File: src/sv/jsu_pkg.sv
// Shared types, codes and helper functions of the JSON string unescaper.
package jsu_pkg;

   localparam int JSU_OFFSET_WIDTH = 32;
   localparam int JSU_QUEUE_DEPTH  = 4;

   localparam logic [7:0] CHAR_QUOTE     = 8'h22;
   localparam logic [7:0] CHAR_BACKSLASH = 8'h5C;
   localparam logic [7:0] CHAR_SLASH     = 8'h2F;
   localparam logic [7:0] CHAR_LOWER_U   = 8'h75;

   typedef enum logic [2:0] {
      MODE_START,
      MODE_IDLE,
      MODE_STR,
      MODE_ESC,
      MODE_HEX_HI,
      MODE_SUR_BSLASH,
      MODE_SUR_U,
      MODE_HEX_LO
   } mode_type;

   typedef enum logic [1:0] {
      KIND_DATA  = 2'd0,
      KIND_DONE  = 2'd1,
      KIND_ERROR = 2'd2
   } kind_type;

   typedef enum logic [3:0] {
      ERR_NONE          = 4'd0,
      ERR_NO_OPEN_QUOTE = 4'd1,
      ERR_UNTERMINATED  = 4'd2,
      ERR_CONTROL_CHAR  = 4'd3,
      ERR_UNTERM_ESCAPE = 4'd4,
      ERR_BAD_ESCAPE    = 4'd5,
      ERR_TRUNC_HEX     = 4'd6,
      ERR_BAD_HEX       = 4'd7,
      ERR_MISSING_LOW   = 4'd8,
      ERR_BAD_LOW       = 4'd9,
      ERR_LONE_LOW      = 4'd10
   } err_type;

   typedef struct packed {
      logic [7:0] in_byte;
      logic       source_end;
   } req_payload_type;

   typedef struct packed {
      kind_type    out_kind;
      logic [7:0]  out_byte;
      err_type     error_code;
      logic [31:0] error_offset;
      logic        last;
   } rsp_payload_type;

   // One queue entry: up to four data bytes, or one done / error result.
   typedef struct packed {
      logic [1:0]      last_index;
      kind_type        kind;
      logic [3:0][7:0] bytes;
      err_type         error_code;
      logic [31:0]     error_offset;
   } entry_type;

   typedef struct packed {
      logic [1:0]      last_index;
      logic [3:0][7:0] bytes;
   } utf8_type;

   // {valid, value}
   function automatic logic [4:0] hex_decode(input logic [7:0] c);
      logic [4:0] r;
      r = '0;
      if (c >= 8'h30 && c <= 8'h39) begin
         r = {1'b1, 4'(c - 8'h30)};
      end else if (c >= 8'h61 && c <= 8'h66) begin
         r = {1'b1, 4'(c - 8'h57)};
      end else if (c >= 8'h41 && c <= 8'h46) begin
         r = {1'b1, 4'(c - 8'h37)};
      end
      return r;
   endfunction

   // {valid, value} for the one-letter escapes
   function automatic logic [8:0] escape_decode(input logic [7:0] c);
      logic [8:0] r;
      r = '0;
      case (c)
         CHAR_QUOTE, CHAR_BACKSLASH, CHAR_SLASH: r = {1'b1, c};
         8'h62:   r = {1'b1, 8'h08};
         8'h66:   r = {1'b1, 8'h0C};
         8'h6E:   r = {1'b1, 8'h0A};
         8'h72:   r = {1'b1, 8'h0D};
         8'h74:   r = {1'b1, 8'h09};
         default: r = '0;
      endcase
      return r;
   endfunction

   function automatic utf8_type utf8_encode(input logic [20:0] cp);
      utf8_type r;
      r = '0;
      if (cp < 21'h80) begin
         r.last_index = 2'd0;
         r.bytes[0]   = cp[7:0];
      end else if (cp < 21'h800) begin
         r.last_index = 2'd1;
         r.bytes[0]   = {3'b110, cp[10:6]};
         r.bytes[1]   = {2'b10, cp[5:0]};
      end else if (cp < 21'h10000) begin
         r.last_index = 2'd2;
         r.bytes[0]   = {4'b1110, cp[15:12]};
         r.bytes[1]   = {2'b10, cp[11:6]};
         r.bytes[2]   = {2'b10, cp[5:0]};
      end else begin
         r.last_index = 2'd3;
         r.bytes[0]   = {5'b11110, cp[20:18]};
         r.bytes[1]   = {2'b10, cp[17:12]};
         r.bytes[2]   = {2'b10, cp[11:6]};
         r.bytes[3]   = {2'b10, cp[5:0]};
      end
      return r;
   endfunction

endpackage

File: src/sv/jsu_chan_if.sv
// Valid/ready channel interface carrying one payload beat.
interface jsu_chan_if #(
   parameter type payload_type = logic
);
   logic        valid;
   logic        ready;
   payload_type payload;

   modport source (output valid, output payload, input ready);
   modport sink   (input valid, input payload, output ready);
endinterface

File: src/sv/json_string_unescape_utf8.sv
// Top level of the JSON string unescaper with UTF-8 output.
//
// req_chan: one beat per source byte (in_byte), or an end mark (source_end=1).
//   The block expects an opening quote, passes plain bytes, decodes the eight
//   one-letter escapes and \uXXXX (joining surrogate pairs) and ends a string
//   at the closing quote.
// rsp_chan: one beat per result: a data byte, a done mark or an error with its
//   code and byte offset. last marks the final beat caused by one req beat.
// Throughput: one req beat per cycle while the entry queue has room. A req beat yields zero to four rsp beats;
//   rsp beats leave at one per cycle from the output register while the receiver is ready.
// Path: a req beat lands in the entry queue at the edge that takes it; its
//   first rsp beat later moves from the queue head into the output register.
// The front end decodes each req beat as it is taken, without stalling; the entry queue
//   (QUEUE_DEPTH entries) decouples it from the serializer.
// A stalled receiver holds the output beat; the queue keeps filling and
//   req_chan.ready drops only when the queue is full.
// Reset (synchronous, active high) empties the queue and output register and
//   returns the decoder to the fresh state at byte offset zero.
module json_string_unescape_utf8
   import jsu_pkg::*;
#(
   parameter int OFFSET_WIDTH = JSU_OFFSET_WIDTH,
   parameter int QUEUE_DEPTH  = JSU_QUEUE_DEPTH
) (
   input  logic       clock,
   input  logic       reset,
   jsu_chan_if.sink   req_chan,
   jsu_chan_if.source rsp_chan
);

   logic            req_accept;
   logic            front_push;
   entry_type       front_entry;
   entry_type       head;
   logic            head_valid;
   logic            queue_full;
   logic            back_pop;
   req_payload_type req_beat;
   rsp_payload_type rsp_beat;

   // A beat is taken whenever the queue has room, so a full entry can always land.
   assign req_chan.ready   = !queue_full;
   assign req_accept       = req_chan.valid && !queue_full;
   assign req_beat         = req_chan.payload;
   assign rsp_chan.payload = rsp_beat;

   jsu_front #(
      .OFFSET_WIDTH (OFFSET_WIDTH)
   ) u_front (
      .clock    (clock),
      .reset    (reset),
      .accept   (req_accept),
      .req_beat (req_beat),
      .push     (front_push),
      .entry    (front_entry)
   );

   jsu_queue #(
      .DEPTH (QUEUE_DEPTH)
   ) u_queue (
      .clock      (clock),
      .reset      (reset),
      .push       (front_push),
      .push_entry (front_entry),
      .pop        (back_pop),
      .head       (head),
      .not_empty  (head_valid),
      .full       (queue_full)
   );

   jsu_back u_back (
      .clock      (clock),
      .reset      (reset),
      .head       (head),
      .head_valid (head_valid),
      .pop        (back_pop),
      .rsp_valid  (rsp_chan.valid),
      .rsp_ready  (rsp_chan.ready),
      .rsp_beat   (rsp_beat)
   );

endmodule

File: src/sv/jsu_front.sv
// Front end: accepts source bytes, runs the decode state machine, builds entries.
module jsu_front
   import jsu_pkg::*;
#(
   parameter int OFFSET_WIDTH = JSU_OFFSET_WIDTH
) (
   input  logic            clock,
   input  logic            reset,
   input  logic            accept,
   input  req_payload_type req_beat,
   output logic            push,
   output entry_type       entry
);

   mode_type                mode_ff, mode_in;
   logic [11:0]             hex_acc_ff, hex_acc_in;
   logic [1:0]              hex_cnt_ff, hex_cnt_in;
   logic [9:0]              hi_bits_ff, hi_bits_in;
   logic [OFFSET_WIDTH-1:0] pos_ff, pos_in;

   logic [7:0]              c;
   logic [4:0]              hex_dec;
   logic [8:0]              esc_dec;
   logic [15:0]             hex_word;
   logic                    hex_last;
   logic                    word_is_hi, word_is_lo;
   logic [OFFSET_WIDTH-1:0] pos_inc;
   logic [10:0]             plane_bits;
   utf8_type                enc_single, enc_pair;
   err_type                 err_v;
   logic [OFFSET_WIDTH-1:0] off_v;

   assign c          = req_beat.in_byte;
   assign hex_dec    = hex_decode(c);
   assign esc_dec    = escape_decode(c);
   assign hex_word   = {hex_acc_ff, hex_dec[3:0]};
   assign hex_last   = (hex_cnt_ff == 2'd3);
   assign word_is_hi = (hex_word[15:10] == 6'b110110);
   assign word_is_lo = (hex_word[15:10] == 6'b110111);
   assign pos_inc    = (pos_ff == '1) ? pos_ff : pos_ff + OFFSET_WIDTH'(1);
   assign plane_bits = 11'(hi_bits_ff) + 11'd64;
   assign enc_single = utf8_encode(21'(hex_word));
   assign enc_pair   = utf8_encode({plane_bits, hex_word[9:0]});

   // next mode
   always_comb begin
      mode_in = mode_ff;
      if (accept) begin
         if (req_beat.source_end) begin
            mode_in = MODE_START;
         end else begin
            case (mode_ff)
               MODE_START, MODE_IDLE: begin
                  mode_in = (c == CHAR_QUOTE) ? MODE_STR : MODE_IDLE;
               end
               MODE_STR: begin
                  if (c == CHAR_QUOTE || c[7:5] == 3'd0) mode_in = MODE_IDLE;
                  else if (c == CHAR_BACKSLASH)          mode_in = MODE_ESC;
                  else                                   mode_in = MODE_STR;
               end
               MODE_ESC: begin
                  if (esc_dec[8])              mode_in = MODE_STR;
                  else if (c == CHAR_LOWER_U)  mode_in = MODE_HEX_HI;
                  else                         mode_in = MODE_IDLE;
               end
               MODE_HEX_HI: begin
                  if (!hex_dec[4])     mode_in = MODE_IDLE;
                  else if (!hex_last)  mode_in = MODE_HEX_HI;
                  else if (word_is_hi) mode_in = MODE_SUR_BSLASH;
                  else if (word_is_lo) mode_in = MODE_IDLE;
                  else                 mode_in = MODE_STR;
               end
               MODE_HEX_LO: begin
                  if (!hex_dec[4])     mode_in = MODE_IDLE;
                  else if (!hex_last)  mode_in = MODE_HEX_LO;
                  else if (word_is_lo) mode_in = MODE_STR;
                  else                 mode_in = MODE_IDLE;
               end
               MODE_SUR_BSLASH: begin
                  mode_in = (c == CHAR_BACKSLASH) ? MODE_SUR_U : MODE_IDLE;
               end
               MODE_SUR_U: begin
                  mode_in = (c == CHAR_LOWER_U) ? MODE_HEX_LO : MODE_IDLE;
               end
               default: mode_in = MODE_START;
            endcase
         end
      end
   end

   // outputs and datapath
   always_comb begin
      push       = 1'b0;
      entry      = '0;
      err_v      = ERR_NONE;
      off_v      = pos_ff;
      hex_acc_in = hex_acc_ff;
      hex_cnt_in = hex_cnt_ff;
      hi_bits_in = hi_bits_ff;
      pos_in     = pos_ff;
      if (accept) begin
         if (req_beat.source_end) begin
            pos_in     = '0;
            hex_acc_in = '0;
            hex_cnt_in = '0;
            hi_bits_in = '0;
            case (mode_ff)
               MODE_START:              err_v = ERR_NO_OPEN_QUOTE;
               MODE_STR:                err_v = ERR_UNTERMINATED;
               MODE_ESC:                err_v = ERR_UNTERM_ESCAPE;
               MODE_HEX_HI, MODE_HEX_LO: begin
                  err_v = ERR_TRUNC_HEX;
                  off_v = pos_ff - OFFSET_WIDTH'(hex_cnt_ff);
               end
               MODE_SUR_BSLASH:         err_v = ERR_MISSING_LOW;
               MODE_SUR_U: begin
                  err_v = ERR_MISSING_LOW;
                  off_v = pos_ff - OFFSET_WIDTH'(1);
               end
               default:                 err_v = ERR_NONE;
            endcase
         end else begin
            pos_in = pos_inc;
            case (mode_ff)
               MODE_START, MODE_IDLE: begin
                  if (c != CHAR_QUOTE) err_v = ERR_NO_OPEN_QUOTE;
               end
               MODE_STR: begin
                  if (c == CHAR_QUOTE) begin
                     push       = 1'b1;
                     entry.kind = KIND_DONE;
                  end else if (c[7:5] == 3'd0) begin
                     err_v = ERR_CONTROL_CHAR;
                  end else if (c != CHAR_BACKSLASH) begin
                     push           = 1'b1;
                     entry.bytes[0] = c;
                  end
               end
               MODE_ESC: begin
                  if (esc_dec[8]) begin
                     push           = 1'b1;
                     entry.bytes[0] = esc_dec[7:0];
                  end else if (c == CHAR_LOWER_U) begin
                     hex_acc_in = '0;
                     hex_cnt_in = '0;
                  end else begin
                     err_v = ERR_BAD_ESCAPE;
                     off_v = pos_inc;
                  end
               end
               MODE_HEX_HI, MODE_HEX_LO: begin
                  if (!hex_dec[4]) begin
                     err_v = ERR_BAD_HEX;
                  end else if (!hex_last) begin
                     hex_acc_in = {hex_acc_ff[7:0], hex_dec[3:0]};
                     hex_cnt_in = hex_cnt_ff + 2'd1;
                  end else begin
                     hex_acc_in = '0;
                     hex_cnt_in = '0;
                     if (mode_ff == MODE_HEX_LO) begin
                        if (word_is_lo) begin
                           push             = 1'b1;
                           entry.last_index = enc_pair.last_index;
                           entry.bytes      = enc_pair.bytes;
                        end else begin
                           err_v = ERR_BAD_LOW;
                           off_v = pos_inc;
                        end
                     end else if (word_is_hi) begin
                        hi_bits_in = hex_word[9:0];
                     end else if (word_is_lo) begin
                        err_v = ERR_LONE_LOW;
                        off_v = pos_inc;
                     end else begin
                        push             = 1'b1;
                        entry.last_index = enc_single.last_index;
                        entry.bytes      = enc_single.bytes;
                     end
                  end
               end
               MODE_SUR_BSLASH: begin
                  if (c != CHAR_BACKSLASH) err_v = ERR_MISSING_LOW;
               end
               MODE_SUR_U: begin
                  if (c != CHAR_LOWER_U) begin
                     err_v = ERR_MISSING_LOW;
                     off_v = pos_ff - OFFSET_WIDTH'(1);
                  end else begin
                     hex_acc_in = '0;
                     hex_cnt_in = '0;
                  end
               end
               default: err_v = ERR_NONE;
            endcase
         end
         if (err_v != ERR_NONE) begin
            push               = 1'b1;
            entry              = '0;
            entry.kind         = KIND_ERROR;
            entry.error_code   = err_v;
            entry.error_offset = 32'(off_v);
            if (!req_beat.source_end) begin
               hex_acc_in = '0;
               hex_cnt_in = '0;
            end
         end
      end
   end

   always_ff @(posedge clock) begin
      if (reset) begin
         mode_ff    <= MODE_START;
         hex_acc_ff <= '0;
         hex_cnt_ff <= '0;
         hi_bits_ff <= '0;
         pos_ff     <= '0;
      end else begin
         mode_ff    <= mode_in;
         hex_acc_ff <= hex_acc_in;
         hex_cnt_ff <= hex_cnt_in;
         hi_bits_ff <= hi_bits_in;
         pos_ff     <= pos_in;
      end
   end

endmodule

File: src/sv/jsu_queue.sv
// Short entry queue between the front end and the output serializer.
module jsu_queue
   import jsu_pkg::*;
#(
   parameter int DEPTH = JSU_QUEUE_DEPTH
) (
   input  logic      clock,
   input  logic      reset,
   input  logic      push,
   input  entry_type push_entry,
   input  logic      pop,
   output entry_type head,
   output logic      not_empty,
   output logic      full
);

   localparam int PTR_W = (DEPTH > 1) ? $clog2(DEPTH) : 1;
   localparam int CNT_W = $clog2(DEPTH + 1);

   entry_type          slots_ff [DEPTH];
   logic [PTR_W-1:0]   wr_ptr_ff, wr_ptr_in;
   logic [PTR_W-1:0]   rd_ptr_ff, rd_ptr_in;
   logic [CNT_W-1:0]   count_ff, count_in;
   logic               do_push, do_pop;

   assign not_empty = (count_ff != '0);
   assign full      = (count_ff == CNT_W'(DEPTH));
   assign head      = slots_ff[rd_ptr_ff];
   assign do_push   = push && !full;
   assign do_pop    = pop && not_empty;

   always_comb begin
      wr_ptr_in = wr_ptr_ff;
      rd_ptr_in = rd_ptr_ff;
      count_in  = count_ff;
      if (do_push) begin
         wr_ptr_in = (wr_ptr_ff == PTR_W'(DEPTH - 1)) ? '0 : wr_ptr_ff + PTR_W'(1);
      end
      if (do_pop) begin
         rd_ptr_in = (rd_ptr_ff == PTR_W'(DEPTH - 1)) ? '0 : rd_ptr_ff + PTR_W'(1);
      end
      if (do_push && !do_pop) count_in = count_ff + CNT_W'(1);
      if (!do_push && do_pop) count_in = count_ff - CNT_W'(1);
   end

   always_ff @(posedge clock) begin
      if (do_push) slots_ff[wr_ptr_ff] <= push_entry;
   end

   always_ff @(posedge clock) begin
      if (reset) begin
         wr_ptr_ff <= '0;
         rd_ptr_ff <= '0;
         count_ff  <= '0;
      end else begin
         wr_ptr_ff <= wr_ptr_in;
         rd_ptr_ff <= rd_ptr_in;
         count_ff  <= count_in;
      end
   end

endmodule

File: src/sv/jsu_back.sv
// Back end: splits queue entries into result beats held in an output register.
module jsu_back
   import jsu_pkg::*;
(
   input  logic            clock,
   input  logic            reset,
   input  entry_type       head,
   input  logic            head_valid,
   output logic            pop,
   output logic            rsp_valid,
   input  logic            rsp_ready,
   output rsp_payload_type rsp_beat
);

   logic            rsp_valid_ff, rsp_valid_in;
   rsp_payload_type rsp_beat_ff, rsp_beat_in;
   logic [1:0]      idx_ff, idx_in;
   logic            load;
   logic            is_last;

   assign load      = !rsp_valid_ff || rsp_ready;
   assign is_last   = (idx_ff == head.last_index);
   assign pop       = load && head_valid && is_last;
   assign rsp_valid = rsp_valid_ff;
   assign rsp_beat  = rsp_beat_ff;

   always_comb begin
      rsp_valid_in = rsp_valid_ff;
      rsp_beat_in  = rsp_beat_ff;
      idx_in       = idx_ff;
      if (load) begin
         rsp_valid_in = head_valid;
         if (head_valid) begin
            rsp_beat_in.out_kind     = head.kind;
            rsp_beat_in.out_byte     = head.bytes[idx_ff];
            rsp_beat_in.error_code   = head.error_code;
            rsp_beat_in.error_offset = head.error_offset;
            rsp_beat_in.last         = is_last;
            idx_in                   = is_last ? 2'd0 : idx_ff + 2'd1;
         end
      end
   end

   always_ff @(posedge clock) begin
      if (reset) begin
         rsp_valid_ff <= 1'b0;
         idx_ff       <= '0;
      end else begin
         rsp_valid_ff <= rsp_valid_in;
         idx_ff       <= idx_in;
      end
   end

   always_ff @(posedge clock) begin
      rsp_beat_ff <= rsp_beat_in;
   end

endmodule
File: src/flat_wrapper.sv
// flat-port wrapper written by rule: the top's interface ports become plain ports
module json_string_unescape_utf8_flat import jsu_pkg::*;
#(
   parameter int OFFSET_WIDTH = JSU_OFFSET_WIDTH,
   parameter int QUEUE_DEPTH  = JSU_QUEUE_DEPTH
)
  (clock, reset, req_chan_valid, req_chan_payload, req_chan_ready, rsp_chan_valid, rsp_chan_payload, rsp_chan_ready);
  jsu_chan_if req_chan_i ();
  jsu_chan_if rsp_chan_i ();
  input  logic clock;
  input  logic reset;
  input wire logic [$bits(req_chan_i.valid)-1:0] req_chan_valid;
  input wire logic [$bits(req_chan_i.payload)-1:0] req_chan_payload;
  output wire logic [$bits(req_chan_i.ready)-1:0] req_chan_ready;
  output wire logic [$bits(rsp_chan_i.valid)-1:0] rsp_chan_valid;
  output wire logic [$bits(rsp_chan_i.payload)-1:0] rsp_chan_payload;
  input wire logic [$bits(rsp_chan_i.ready)-1:0] rsp_chan_ready;
  assign req_chan_i.valid = req_chan_valid;
  assign req_chan_i.payload = req_chan_payload;
  assign req_chan_ready = req_chan_i.ready;
  assign rsp_chan_valid = rsp_chan_i.valid;
  assign rsp_chan_payload = rsp_chan_i.payload;
  assign rsp_chan_i.ready = rsp_chan_ready;
  json_string_unescape_utf8 #(.OFFSET_WIDTH(OFFSET_WIDTH), .QUEUE_DEPTH(QUEUE_DEPTH)) u_core (.clock(clock), .reset(reset), .req_chan(req_chan_i), .rsp_chan(rsp_chan_i));
endmodule
File: config.mk
export PLATFORM = sky130hd
export DESIGN_NAME = json_string_unescape_utf8_flat
export DESIGN_NICKNAME = d
export VERILOG_FILES = /design/src/sv/jsu_pkg.sv /design/src/sv/jsu_chan_if.sv /design/src/sv/json_string_unescape_utf8.sv /design/src/sv/jsu_front.sv /design/src/sv/jsu_queue.sv /design/src/sv/jsu_back.sv /design/src/flat_wrapper.sv
export SDC_FILE = /design/constraint.sdc
export NUM_CORES = 1
export LEC_CHECK = 0
export ABC_AREA = 0
export BUFFER_PORTS_ARGS = -buffer_cell sky130_fd_sc_hd__buf_4
export CAP_MARGIN = 40
export CORE_AREA = 2 2 39 41
export CTS_BUF_LIST = sky130_fd_sc_hd__clkbuf_8 sky130_fd_sc_hd__clkbuf_16
export CTS_CLUSTER_SIZE = 40
export DETAILED_ROUTE_END_ITERATION = 8
export DIE_AREA = 0 0 41 43
export PLACE_DENSITY = 0.59
export SLEW_MARGIN = 10
export SYNTH_ARGS = -nofsm -noshare
export SYNTH_HDL_FRONTEND = slang
export SYNTH_SLANG_ARGS = --single-unit
export TNS_END_PERCENT = 30
File: constraint.sdc
create_clock -name clock -period 4.26 [get_ports clock]
set_clock_uncertainty 0.05 [all_clocks]
set_input_delay 0.213 -clock clock [delete_from_list [all_inputs] [get_ports clock]]
set_output_delay 0.213 -clock clock [all_outputs]
set_load 0.01 [all_outputs]
-- Yosys cells after proc, flatten, opt, wreduce, memory -nomap -nowiden
Index checks and enable logic that the tools add are counted.
- flip-flop bits (word level): 10
- latch bits: 0
- bits in writable memories: 0
- memory bits (read-only): 0
- input port bits: 5
- output and inout port bits: 3
- word-level logic and storage cells: 49
- memories kept: 0
- add/subtract/negate cells: 3
- $mul: 0
- divide/modulo/power cells: 0
- $lt $le $gt $ge: 0
- eq/ne operators: 9
- shift operators: 0
- mux-type cells: 11
- bitwise gates (word level): 0
- reduce and logical (&&, ||, !) cells: 21
- operators with widths (kind ; count):
    $pmux 4 s5 ; 2
    $eq 3x3->1 const B ; 5
    $mux 3 ; 4
    $mux 4 ; 2
    $reduce_or 8->1 ; 1
    $logic_and 1x1->1 ; 7
    $eq 3x2->1 const B ; 2
    $reduce_or 2->1 ; 3
    $logic_not 1->1 ; 4
    $reduce_bool 4->1 ; 1
    $add 3x1->3 const B ; 1
    $eq 3x1->1 const B ; 1
    $logic_not 3->1 ; 1
    $reduce_bool 3->1 ; 1
    $sub 3x1->3 const B ; 1
    $add 2x1->2 const B ; 1
    $eq 2x2->1 const B ; 1
    $mux 1 ; 2
    $mux 2 ; 1
    $reduce_and 2->1 ; 1
    $reduce_bool 2->1 ; 1
    $logic_or 1x1->1 ; 1

-- Depth between registers and ports, before layout
Gate-level depths: netlist (run 1).
- word-level depth: 12
- depth in mapped cells: 8
- mapped depth without buffers: 8

-- By module
From an unflattened synthesis (run 1), not the netlist that was laid out.
- cells, all modules: 1668
- area, all modules: 20111.8 um^2
- by module, submodules not included (module ; times used ; cells an instance ; area each (um^2) ; sequential area each (um^2)):
    jsu_queue ; 1 ; 430 ; 10860.4 ; 8828.5
    jsu_front ; 1 ; 1156 ; 7425.9 ; 1181.1
    jsu_back ; 1 ; 79 ; 1811.7 ; 1471.4
    json_string_unescape_utf8 ; 1 ; 3 ; 13.8 ; 0.0

-- Worst setup path after synthesis (run 1)
OpenSTA, ideal clock, no wires.
- path kind: register -> register
- start point: register u_core.u_queue.count_ff[1]
- end point: register u_core.u_queue.count_ff[2]
- setup time: 70 ps
- arrival time: 1963 ps
- slack: 2177 ps
- cell stages (with the launch flop): 9
- path buffers: 0
- cell sequence: dfxtp_1 nor3_1 a21oi_2 and2_1 ha_1 fa_1 xnor2_1 or3_1 a21oi_1
- longest elaborated chain between the ends: 8
- elaborated cells on any way between the ends: 18
- ends and longest elaborated chain (item ; RTL line ; RTL):
    start, declared ; jsu_queue.sv:23 ; logic [CNT_W-1:0] count_ff, count_in;
    start signal, assigned ; jsu_queue.sv:58 ; count_ff <= count_in;
    $eq 3x3->1 ; jsu_queue.sv:27 ; assign full = (count_ff == CNT_W'(DEPTH));
    $logic_not 1->1 ; json_string_unescape_utf8.sv:43, jsu_queue.sv:29 ;
    $logic_and 1x1->1 ; json_string_unescape_utf8.sv:43 ; assign req_accept = req_chan.valid && !queue_full;
    $mux 1 ; jsu_front.sv:101 ; if (accept) begin
    $logic_and 1x1->1 ; jsu_queue.sv:29 ; assign do_push = push && !full;
    $logic_not 1->1 ; jsu_queue.sv:43 ; if (!do_push && do_pop) count_in = count_ff - CNT_W'(1);
    $logic_and 1x1->1 ; jsu_queue.sv:43 ;
    $mux 3 or $reduce_bool 2->1 (tied branches) ; - ;
Several ways; a longest one is shown, not always the timed one. The select of a mux whose other input is x is not followed.
A chain may end at the register's enable or synchronous reset.

-- Final worst setup path (run 1)
Same ends and word-level chain as after synthesis.

==> results.py, run 1 <==
metrics = {
    "status": {
        "run_status": "finished, final reports clean",
    },
    "die": {
        "core_area_um2": 1380,
        "start_util_pct": 29.5,
        "die_x_um": 41,
        "rows": 14,
        "ios": 8,
        "die_h_um": 43,
        "die-area_um2": 1760,
    },
    "finish": {
        "multi_input_area_um2": 223,
        "nets": 60,
        "stdcell_area_um2": 522,
        "seq_area_um2": 170,
        "n_antenna_cell": 0,
        "nFillCells": 138,
        "syn2layout_area_growth_pct": 27.9,
        "final_util_pct": 37.7,
        "layout-drive-gt1-share_pct": 26.0,
    },
    "sta": {
        "drv_slew": 0,
        "finalHoldViolations": 0,
        "setup_viol": 0,
        "fin_tns_setup_ps": 0,
        "max_clock_freq_ghz": 0.449,
        "layout_setup_ws_ps": 2030,
        "period_needed_ps": 2230,
        "slew-limit-headroom_pct": 79.3,
        "worstMarginPinSlew_ps": 307,
        "rsz0062_at_grt": "false",
        "min_period_over_period_pct": 52.3,
    },
    "power_and_ir_drop": {
        "total_power_uw": 309,
        "powerDensity_nw_per_um2": 592,
        "p_leak_uw": 0.000213,
        "ir_drop_v": 0.000219,
    },
    "clock_tree": {
        "cts-root-buf": "clkbuf_8",
        "clkLatencyLatePin_ps": 230,
        "h-tree-depth": 1,
        "cts_tree": "built",
        "cts.sinks": 8,
        "cts_made_buffers": 3,
        "cts.repair.resized": 0,
        "cts_setup_buffers": 0,
        "holdBufCountCts": 0,
        "clockBufferDepth": 2,
        "clk_pin_slew_ps": 40,
    },
    "drt": {
        "vias": 285,
        "dr.pass1.iters": 3,
        "ant_nets": 0,
        "drt-initial-drc-count": 3,
        "avgViaCountPerCell": 4.32,
        "wl_per_cell_um": 9.79,
        "drc": 0,
        "top_layer": "met4",
        "routed_wl_um": 646,
        "wl_met1_um": 313,
        "wl_met3_um": 35,
        "met2_length_um": 277,
    },
    "global_route": {
        "grt_pass1_wl_um": 1090,
        "grt_usage_pct": 10.1,
        "antenna_found_initial": 0,
        "grt_max_degree": 10,
        "grt_pass1_vias": 266,
        "gr-total-overflow": 0,
    },
    "setup_path": {
        "r2r-end": "u_core.u_queue.count_ff[2]",
        "critical_path.startpoint": "u_core.u_queue.count_ff[1]",
        "worstPathArrival_ps": 2330,
        "worstPathRequired_ps": 4360,
        "crit_path_end_kind": "register",
        "ff2ff_path_depth": 8,
        "path_max_fanout": 4,
        "rrSetupSlack_ps": 2030,
        "worst_setup_path_start_kind": "register",
        "crit_type": "register to register",
        "reg2reg_from": "u_core.u_queue.count_ff[1]",
    },
    "worst_hold_path": {
        "holdPathEnd": "u_core.u_front.mode_ff[0]",
        "min-delay-start": "req_chan_payload",
        "hold_depth": 2,
        "worstHoldPathType": "primary input to register",
    },
    "yosys": {
        "synth_top_family_by_area": "simple AND/OR/NAND/NOR gates",
        "synth_cell_types": 21,
        "synth_fa_ha_area_share_pct": 14.1,
        "synth-main-ff-cell": "dfxtp_1",
        "syn-instance-count": 40,
        "avgSynthCellArea_um2": 10.2,
        "yosys.area_share.xor_xnor_pct": 4.29,
        "synth_edf_count": 1,
        "yosys_warnings": 0,
        "ys_ff_latch": 8,
        "synth_compound_gate_area_share_pct": 10.7,
        "netlist_area_um2": 408,
        "seq_area_frac_synth_pct": 41.7,
        "yosys.area_share.simple_pct": 18.1,
        "synth_nets": 49,
        "synth.mux.area_fraction_pct": 7.36,
        "async_flop_share_pct": 0,
    },
    "job": {
        "max-cap-violations": 0,
    },
    "placed_design": {
        "dp_slack_ps": 2020,
        "gp_congestion": 0.751,
        "io_buffers": 7,
        "place_hpwl_um": 499,
        "placed_area_um2": 477,
    },
}
-- cell usage in the layout (no fill, tap or decap), types with 2 or more instances in the layout --
cell type / synthesis / routed
a21oi_1: 3 / 3
nand2_1: 2 / 2
clkbuf_8: 0 / 3
ha_1: 3 / 3
inv_1: 3 / 4
nand2b_1: 4 / 4
mux2i_1: 3 / 3
dfxtp_1: 7 / 7
nor2_1: 2 / 2
buf_4: 0 / 7
-- power breakdown --
part           leakage [uW]  internal [uW]  switching [uW]
combinational      0.000122           57.6            54.3
clock             0.0000269           62.3            28.4
sequential        0.0000639           92.4            14.0
-- kinds of logic after synthesis --
| group | Yosys count |
|---|---|
| muxes | 3 |
| adders and majority gates | 4 |
| buffers and inverters | 4 |
| AOI/OAI and AO/OA | 6 |
| DFF | 8 |
| xor gates and xnor gates | 2 |
| and+or+nand+nor | 13 |
-- final cells by class --
class	count	area share (%)
inverter	3	2.16
clock buffer	3	7.91
sequential	8	32.6
clock inverter	1	0.719
timing repair buffer	7	10.1
multi-input combinational	28	42.7
tap	16	3.84
-- cell usage after synthesis, types with 2 or more instances --
master | n | share of area, %
ha_1 | 3 | 9.2
mux2i_1 | 3 | 7.4
inv_1 | 3 | 2.8
dfxtp_1 | 7 | 34
nor2_1 | 2 | 1.8
nand2b_1 | 4 | 6.1
a21oi_1 | 3 | 3.7
nand2_1 | 2 | 1.8
-- routing by layer --
layer / vias up / track usage, %
met4: 0 / 12.0
met2: 7 / 12.5
met3: 2 / 3.14
met1: 121 / 11.7
met5: - / 0
li1: 155 / -
-- how the worst max path moves through the flow --
stage                                  to  cells past startpoint  slack, ps
2_1_floorplan  u_core.u_queue.count_ff[2]                      8       2180
3_3_place_gp   u_core.u_queue.count_ff[2]                      8       2050
3_5_place_dp   u_core.u_queue.count_ff[2]                      8       2020
4_1_cts        u_core.u_queue.count_ff[2]                      8       2010
5_1_grt        u_core.u_queue.count_ff[2]                      8       1850
6_report       u_core.u_queue.count_ff[2]                      8       2030
-- critical path: stages (launching register included) --
cell,delay (ps)
dfxtp_1,340
nor3_1,300
a21oi_2,120
and2_1,190
ha_1,210
fa_1,380
xnor2_1,140
or3_1,300
a21oi_1,140
-- through the flow --
step	hold slack, ps	cells
after floorplan	279	40
after global placement	374	62
after detailed placement	380	62
after CTS	139	66
after global routing	138	66
final	142	66
-- registers in the layout (all words and copies together) (netlist names) --
name,cells
u_core.u_back.idx_ff,2
u_core.u_front.mode_ff,1
u_core.u_back.rsp_valid,1
u_core.u_queue.count_ff,3
u_core.u_back.rsp_beat,1
Power figures use the tool's default switching activity.
==> run 2, diff against run 1 <==
- clock period: 4.26 -> 2.2 ns (I/O delays scaled with it)
==> run 2 against run 1 <==
Against the previous run: sequential power is 95% higher; critical endpoint unchanged; non-clock buffer count is 2 higher; largest cell class unchanged; routed wire length up 2.5%; first-iteration DRC count unchanged.
==> results.py, run 2 (same netlist as run 1, synthesis figures left out) <==
metrics = {
    "status": {
        "run_status": "finished, final reports clean",
    },
    "placed_design": {
        "io_buffers": 7,
        "placed_area_um2": 492,
        "gp_congestion": 0.729,
    },
    "sta": {
        "min_period_over_period_pct": 93.8,
        "rsz0062_at_grt": "false",
        "max_clock_freq_ghz": 0.485,
        "worstMarginPinSlew_ps": 220,
        "setup_viol": 0,
        "drv_slew": 0,
        "whs_ps": 36.9,
        "slew-limit-headroom_pct": 85.3,
        "finalHoldViolations": 0,
        "period_needed_ps": 2060,
        "fin_tns_setup_ps": 0,
    },
    "power_and_ir_drop": {
        "p_leak_uw": 0.000225,
        "powerDensity_nw_per_um2": 1160,
        "total_power_uw": 629,
        "ir_drop_v": 0.000410,
    },
    "finish": {
        "layout-drive-gt1-share_pct": 30.8,
        "reg_top3": "u_core.u_queue.count_ff x3, u_core.u_back.idx_ff x2",
        "final_util_pct": 39.2,
        "syn2layout_area_growth_pct": 32.8,
        "nets": 62,
        "n_antenna_cell": 0,
        "top_register": "u_core.u_queue.count_ff",
        "layout_common_cells": "9 x buf_4, 7 x dfxtp_1, 4 x inv_1, 4 x nand2b_1",
        "stdcell_area_um2": 542,
        "largest_reg_flops": 3,
        "final_common_cell": "buf_4",
    },
    "drt": {
        "vias": 299,
        "ant_nets": 0,
        "drt-initial-drc-count": 3,
        "drc": 0,
        "avgViaCountPerCell": 4.40,
        "dr.pass1.iters": 2,
        "routed_wl_um": 662,
        "wl_per_cell_um": 9.74,
    },
    "worst_hold_path": {
        "min-delay-start": "req_chan_payload",
        "worstHoldPathType": "primary input to register",
    },
    "die": {
        "die-area_um2": 1760,
        "die_x_um": 41,
        "start_util_pct": 29.5,
        "rows": 14,
        "core_area_um2": 1380,
        "ios": 8,
        "die_h_um": 43,
    },
    "clock_tree": {
        "cts.repair.resized": 0,
        "cts-root-buf": "clkbuf_8",
        "clkLatencyLatePin_ps": 230,
        "h-tree-depth": 1,
        "cts_setup_buffers": 0,
        "cts_made_buffers": 3,
        "cts_tree": "built",
        "clockBufferDepth": 2,
        "clk_pin_slew_ps": 40,
        "holdBufCountCts": 0,
        "cts.sinks": 8,
    },
    "global_route": {
        "grt_usage_pct": 9.38,
        "grtUsageMet2_pct": 10.3,
        "use_met3_pct": 3.14,
        "antenna_found_initial": 0,
        "gr-total-overflow": 0,
        "grt_max_degree": 10,
        "grt_pass1_vias": 242,
        "busiest_layer": "met4",
        "grt_use_met1_pct": 11.8,
        "grt_pass1_wl_um": 1020,
    },
    "setup_path": {
        "worstPathRequired_ps": 2310,
        "reg2reg_from": "u_core.u_queue.count_ff[2]",
        "worst_setup_path_start_kind": "register",
        "path_max_fanout": 4,
        "worstPathArrival_ps": 2180,
        "critical_path.startpoint": "u_core.u_queue.count_ff[2]",
        "crit_type": "register to register",
        "crit_path_end_kind": "register",
    },
    "job": {
        "max-cap-violations": 0,
    },
}
## run 2: cell count changes in the layout (fill, tap and decap cells not counted)
cell | previous run | this run
nor3_2 | 0 | 1
nor3_1 | 1 | 0
buf_4 | 7 | 9
## run 2: per-stage QoR
step                instances  setup WS (ps)
floorplan                  40            117
global placement           64           99.1
detailed placement         64           72.7
CTS                        68           63.9
global route               68           33.9
finish                     68            137
## run 2: final timing paths
kind,slack [ps],to,cells after the start
min,40,u_core.u_front.mode_ff[0],2
max,140,u_core.u_queue.count_ff[2],8
max reg2reg,140,u_core.u_queue.count_ff[2],8
min reg2reg,430,u_core.u_back.idx_ff[0],2
## run 2: cell type report
type | instances | area (um2)
Clock buffer | 3 | 41.3
Clock inverter | 1 | 3.75
Fill cell | 146 | 842
Inverter | 3 | 11.3
Multi-Input combinational cell | 28 | 228
Sequential cell | 8 | 170
Tap cell | 16 | 20.0
Timing Repair Buffer | 9 | 67.6
## run 2: critical path, stage by stage (launching register included)
cell     delay (ps)
dfxtp_1         320
nor3_2          220
a21oi_2          50
and2_1          160
ha_1            220
fa_1            380
xnor2_1         140
or3_1           310
a21oi_1         140
## run 2: power breakdown
part | leakage (uW) | switching (uW) | internal (uW)
logic | 0.000134 | 110 | 129
registers | 0.0000639 | 27.8 | 179
clock network | 0.0000269 | 62.4 | 121
total | 0.000225 | 200 | 429
## run 2: metal layers
layer,wire length [um],up-vias
met4,35,0
met5,0,-
li1,-,158
met3,30,4
met2,260,9
met1,335,128
==> run 3, diff against run 2 <==
- ABC_AREA: 0 -> 1
- CORE_AREA: 2 2 39 41 -> default
- CORE_ASPECT_RATIO: default -> 2
- CORE_UTILIZATION: default -> 55
- CTS_CLUSTER_DIAMETER: default -> 150
- DIE_AREA: 0 0 41 43 -> default
- PLACE_DENSITY: 0.59 -> 0.81
- SYNTH_HIERARCHICAL: default -> 1
==> run 3 against run 2 <==
Against the previous run: the flow now finishes with violations (negative setup slack); register-to-register slack lost 390 ps; critical path depth grew 10; synthesized cell count grew to 15 times the previous value; routed wire length grew to 15 times the previous value; hold slack gained 40 ps; sequential power grew to 5.3 times the previous value; non-clock buffer count grew 61; sequential share of layout area shrank 7.5 points; power grew to 4.4 times the previous value; clock-buffer cell count grew 2; first-iteration DRC count grew to 71 times the previous value; combinational power grew to 3.7 times the previous value; critical path type unchanged; critical endpoint is now u_core/u_queue/count_ff[2]; largest power group is now registers.
==> results.py, run 3 <==
metrics = {
    "finish": {
        "nets": 667,
        "final_common_cell": "nand2_1",
        "layout_common_cells": "130 x nand2_1, 69 x buf_4, 67 x inv_1",
        "stdcell_area_um2": 4500,
        "syn2layout_area_growth_pct": 20.8,
        "nFillCells": 556,
        "layout-drive-gt1-share_pct": 25.0,
        "top_register": "u_core/u_front/hex_acc_ff",
        "reg_top3": "u_core/u_front/hex_acc_ff x12, u_core/u_front/hi_bits_ff x10, u_core/u_queue/slots_ff x8",
        "n_antenna_cell": 0,
        "largest_reg_flops": 12,
    },
    "sta": {
        "drv_slew": 0,
        "worstMarginPinSlew_ps": 828,
        "min_period_over_period_pct": 111,
        "max_clock_freq_ghz": 0.408,
        "layout_setup_ws_ps": -252,
        "slew-limit-headroom_pct": 44.4,
        "period_needed_ps": 2450,
        "finalHoldViolations": 0,
        "setup_viol": 2,
        "rsz0062_at_grt": "true",
        "whs_ps": 77.2,
    },
    "placed_design": {
        "placed_area_um2": 4100,
        "gp_congestion": 0.974,
        "io_buffers": 7,
        "place_hpwl_um": 7390,
    },
    "setup_path": {
        "worstPathRequired_ps": 2340,
        "path_cells": "buf_4, nand3_2, inv_2, o21ai_1, a21boi_2, nand3_2, o21ai_2, nand2_2, nand2_2, ha_4, inv_2, fa_2, inv_1, nand2_1, nand3_1, nand2_1, inv_1, nor2_1",
        "worst_setup_path_start_kind": "register",
        "reg2reg_from": "u_core/u_front/mode_ff[1]",
        "crit_path_end_kind": "register",
        "crit_family": "simple AND/OR/NAND/NOR gates",
        "critical_path.startpoint": "u_core/u_front/mode_ff[1]",
        "cp_num_buf_inv": 5,
        "cpMaxStageDelayCell": "dfxtp_4",
        "cp_slowest_stage_delay_ps": 380,
        "worstPathArrival_ps": 2590,
        "crit_type": "register to register",
        "path_max_fanout": 7,
    },
    "status": {
        "run_status": "complete, but fails checks",
        "violations": "negative setup slack",
    },
    "clock_tree": {
        "clkLatencyLatePin_ps": 290,
        "h-tree-depth": 2,
        "holdBufCountCts": 0,
        "cts_tree": "built",
        "clk_pin_slew_ps": 70,
        "cts_made_buffers": 5,
        "cts-root-buf": "clkbuf_16",
        "cts.sinks": 48,
        "clockBufferDepth": 2,
    },
    "die": {
        "die_h_um": 118,
        "core_area_um2": 6570,
        "die-area_um2": 7120,
        "start_util_pct": 56.7,
        "ios": 8,
        "rows": 42,
        "die_x_um": 60.2,
    },
    "drt": {
        "drc": 0,
        "vias": 3892,
        "dr.pass1.iters": 7,
        "wl_per_cell_um": 13.5,
        "routed_wl_um": 9970,
        "ant_nets": 0,
        "drt-initial-drc-count": 213,
        "avgViaCountPerCell": 5.28,
    },
    "yosys": {
        "yosys_warnings": 6,
        "avgSynthCellArea_um2": 6.32,
        "netlist_area_um2": 3720,
        "syn-instance-count": 589,
    },
    "power_and_ir_drop": {
        "ir_drop_v": 0.000306,
        "p_leak_uw": 0.00204,
        "powerDensity_nw_per_um2": 609,
    },
    "global_route": {
        "grt_usage_pct": 29.7,
        "gr-total-overflow": 0,
        "grt_pass1_wl_um": 16000,
        "antenna_found_initial": 0,
        "grt_max_degree": 32,
        "grt_pass1_vias": 3852,
    },
    "worst_hold_path": {
        "min-delay-start": "reset",
        "worstHoldPathType": "primary input to register",
    },
    "job": {
        "max-cap-violations": 0,
    },
}
==> run 3: power by group <==
part	switching (uW)	total, uW	internal, uW
logic	515	876	361
registers	90.5	1090	1000
clock network	346	771	425
==> run 3: area by class of cell <==
type	count	area (um2)	share of cell area, %
clock buffers	5	125	2.78
repair buffers	70	529	11.8
multi-input cells	436	2300	51.2
inverters	87	334	7.43
flip-flops and latches	48	1070	23.9
well taps	88	110	2.45
clock inverters	3	21.3	0.473
==> run 3: routing by layer <==
metal	global-route usage [%]	up-vias	part of all wire (%)
met5	0	-	0
li1	-	1924	-
met3	3.72	64	4.1
met2	53.5	139	55
met1	26.9	1765	33
met4	24.9	0	8.6
==> run 3: path summary, 6_finish.rpt <==
kind,endpoint,slack [ps],depth (start not counted)
hold reg to reg,u_core/u_front/hi_bits_ff[2],420,2
hold / removal,u_core/u_front/mode_ff[1],80,2
setup reg to reg,u_core/u_queue/count_ff[2],-250,18
setup / recovery,u_core/u_queue/count_ff[2],-250,18
==> run 3: through the flow <==
| stage | total power [uW] | instances | setup slack, ps | util [%] | setup TNS (ps) |
|---|---|---|---|---|---|
| floorplan | 1750 | 624 | -249 | - | -452 |
| global placement | 1870 | 712 | -278 | 62.5 | -615 |
| detailed placement | 1910 | 712 | -383 | 62.5 | -1250 |
| CTS | 2700 | 728 | -195 | 66.6 | -332 |
| global route | 2910 | 737 | -394 | 68.5 | -689 |
| finish | 2740 | 737 | -252 | 68.5 | -408 |
==> run 3: timing repair <==
| action | 4_1_cts | 5_1_grt |
|---|---|---|
| endpoints found under the setup margin | 10 | 12 |
| gates resized for setup | 25 | 14 |
| pin swaps | 19 | 11 |
| setup buffers | 8 | 9 |
